**src/sv/fsum_ram.sv**
```systemverilog
// ----------------------------------------------------------------------------
// fsum_ram: generic single-port-write RAM
// One write and one registered read per cycle.
// ----------------------------------------------------------------------------
module fsum_ram #(
   parameter int WIDTH = 8,
   parameter int DEPTH = 16
) (
   input  logic                     clock,
   input  logic                     wr_en,
   input  logic [$clog2(DEPTH)-1:0] wr_addr,
   input  logic [WIDTH-1:0]         wr_data,
   input  logic [$clog2(DEPTH)-1:0] rd_addr,
   output logic [WIDTH-1:0]         rd_data
);

   logic [WIDTH-1:0] mem [DEPTH];
   logic [WIDTH-1:0] rd_data_ff;

   always_ff @(posedge clock) begin
      if (wr_en) begin
         mem[wr_addr] <= wr_data;
      end
      rd_data_ff <= mem[rd_addr];
   end

   assign rd_data = rd_data_ff;

endmodule

```
**config.mk**
```make
export PLATFORM = sky130hd
export DESIGN_NAME = fsum_ram
export DESIGN_NICKNAME = d
export VERILOG_FILES = /design/src/sv/fsum_ram.sv
export SDC_FILE = /design/constraint.sdc
export NUM_CORES = 1
export LEC_CHECK = 0
export BUFFER_PORTS_ARGS = -buffer_cell sky130_fd_sc_hd__buf_4
export CORE_MARGIN = 2
export CORE_UTILIZATION = 45
export DETAILED_ROUTE_END_ITERATION = 6
export PLACE_DENSITY_LB_ADDON = 0.3
export SKIP_LAST_GASP = 1
export SLEW_MARGIN = 30
export SYNTH_ARGS = -nofsm -noshare
export SYNTH_HDL_FRONTEND = slang
export SYNTH_SLANG_ARGS = --single-unit
export TNS_END_PERCENT = 1
```
**constraint.sdc**
```tcl
create_clock -name clock -period 1.8 [get_ports clock]
set_input_delay 0.09 -clock clock [delete_from_list [all_inputs] [get_ports clock]]
set_output_delay 0.09 -clock clock [all_outputs]
set_load 0.02 [all_outputs]
```
==> metrics.txt <==
status finished, violations left; failing checks negative hold slack; post-synth top area share 0.747; CTS resizes 0; n_diodes 0; die span in x between 100 and 150 um; global route overflow 0; minimum hold slack -0.000350 ns; area delta synth->final 21.6%; fin crit share 0.754; Cells after DPL 408; CTS tree done; CTS sink count roughly 140; routability cong. slightly above 0.7; r2r setup slk about 0.44 ns; Worst-path clk slew about 0.050 ns; Critical Path End Type flop; max-cap viol count 0; cell taking the most area after synthesis edfxtp_1; Setup Viol. Count Final 0; initial DRC count 160; Mapped Cells ~230; Worst Hold End mem[7][2]; PnR worst setup slack ~0.44 ns; slew margin rel. 0.696; crit path max fanout 1; TritonCTS Buffers 17; vias in the first global route between 2000 and 3000; Period minus WS final around 1.4 ns; dpl ws ~0.33 ns; Worst Reg-to-Reg Cells 3; cell leakage power between 2 and 2.5 nW; Tot GR Track Use 0.170; initial antenna violation count 0; Area contributors post-synth edfxtp_1 75%, mux4_2 7.9%, mux4_1 7.1%, dfxtp_1 3.1%, a22oi_1 2.3%; IO Count 26; Min-Delay Path Depth 1; Post-DRT Antenna Nets 0; #FFs+latches synth 136; hold path startpoint wr_data[2]; post-CTS setup buffers 0; initial core utilization 0.457; Post-Syn Area between 0.005 and 0.006 mm2; Mapped Nets 247; CTS H-tree depth 4; Setup TNS 0 ns; die outline area about 0.012 mm2; critical path class reg2reg; post-synthesis sequential area ratio 0.778; clock buffer depth 2; Hold Path Class in2reg; CP startpoint kind flop; routed len/inst approximately 21 um; # DRC 0; Worst EP required around 2.1 ns; Worst Path Arrival approximately 1.6 ns; share of post-route cells with drive strength above 1 0.308; largest net degree at the start of global routing 33; first-pass GRT wire length roughly 15000 um; Clock Skews 0.0104 ns; HPWL after detailed placement between 6000 and 7000 um; RSZ-0062 raised after global routing no; drt first pass iters 4; Post-Layout Cell Count roughly 450; Via density between 5 and 6; worst slew pin tran roughly 0.45 ns; root buffer selected by CTS clkbuf_16; Hold-fix buffers, CTS 5; pwr dens between 1000 and 1500 mW/mm2; fmax approximately 740 MHz; Max rail drop VDD ~830 uV; Final #Nets roughly 310; Cell variety after synth 19; die height between 100 and 150 um; I/O Buffers 25; Avg Inst Size Synth between 20 and 25 um2; Syn. warnings 0; worst-skew pair later-pin latency around 0.41 ns; Final Hold Viols 5; num rows 39; vias between 2000 and 2500; core box area around 0.011 mm2; max-slew violation count 0; reg2reg start mem[9][4]; reg2reg end rd_data[4]; Routed WL approximately 9500 um
## worst max path at each step
stage | slack, ns | startpoint | to
after global placement | 0.35 | rd_addr[0] | rd_data[4]
after floorplan | 0.22 | wr_addr[2] | mem[0][0]
after CTS | 0.42 | mem[9][4] | rd_data[4]
final | 0.44 | mem[9][4] | rd_data[4]
after detailed placement | 0.33 | rd_addr[0] | rd_data[4]
after global routing | 0.34 | mem[10][4] | rd_data[4]
## through the flow
stage / total power [W] / util / instance area, um2 / hold WS [ns]
after CTS: 0.00747 / 0.555 / 6260 / 0.00338
after detailed placement: 0.00401 / 0.498 / 5610 / 0.402
after floorplan: 0.00383 / - / 5150 / 0.189
final: 0.00740 / 0.555 / 6260 / -0.000350
after global routing: 0.00765 / 0.555 / 6260 / 0.0148
after global placement: 0.00400 / 0.498 / 5610 / 0.389
## state kept, by name, summed over array words and instances (netlist names)
name / count
rd_data: 8
mem: 128
## cells by family (layout without fill, tap and decap cells)
logic type             Yosys count  count (layout)  synth area share
AO/OA/AOI/OAI                   16              16            0.0233
multiplexers                    32              32             0.150
flip-flops                     136             136             0.778
buffers and inverters           10              83            0.0168
AND/OR/NAND/NOR                 35              35            0.0318
## power by group
part / internal [W] / leakage (nW) / total [W] / switching [W]
logic: 0.000175 / 0.632 / 0.000378 / 0.000203
registers: 0.00354 / 1.22 / 0.00356 / 0.0000217
clock network: 0.00228 / 0.298 / 0.00346 / 0.00118
total: 0.00600 / 2.15 / 0.00740 / 0.00140
## synth_stat cells
library cell	instances
and2b_1	1
a22oi_1	16
buf_6	3
nand3_1	1
clkdlybuf4s25_2	3
mux4_2	18
or3b_2	1
buf_2	3
nand2_1	9
nand3b_1	2
and2_1	1
mux4_1	14
nand2b_1	2
dfxtp_1	8
edfxtp_1	128
buf_4	1
nor3_1	4
nor2_1	13
nor2b_1	1
## worst max-delay path: stages, from the launching register on
cell,delay [ns]
edfxtp_1,0.35
mux4_1,0.53
a22oi_1,0.29
nand2_1,0.08
## metal layers
metal | global-route usage | routed length, um | vias up
met5 | 0 | 0 | -
met4 | 0.0583 | 122 | 0
met3 | 0.0503 | 503 | 10
met2 | 0.267 | 4790 | 68
met1 | 0.230 | 4100 | 1244
li1 | - | - | 1090
## layout by cell type, fill, tap and decap left out, drive strengths merged, types with 3 or more instances in the layout
| master | synthesis | layout |
|---|---|---|
| edfxtp | 128 | 128 |
| buf | 7 | 46 |
| mux4 | 32 | 32 |
| clkbuf | 0 | 24 |
| a22oi | 16 | 16 |
| nor2 | 13 | 13 |
| nand2 | 9 | 9 |
| dfxtp | 8 | 8 |
| dlygate4sd3 | 0 | 5 |
| clkinv | 0 | 5 |
| nor3 | 4 | 4 |
| bufinv | 0 | 3 |
## layout make-up
type                       count  area, um2
multi-input combinational     83       1060
sequential                   136       4000
timing repair buffer          51        420
tap                          143        179
clock inverter                 8        119
clock buffer                  24        482
fill                         847       5010
Power figures use the tool's default switching activity.
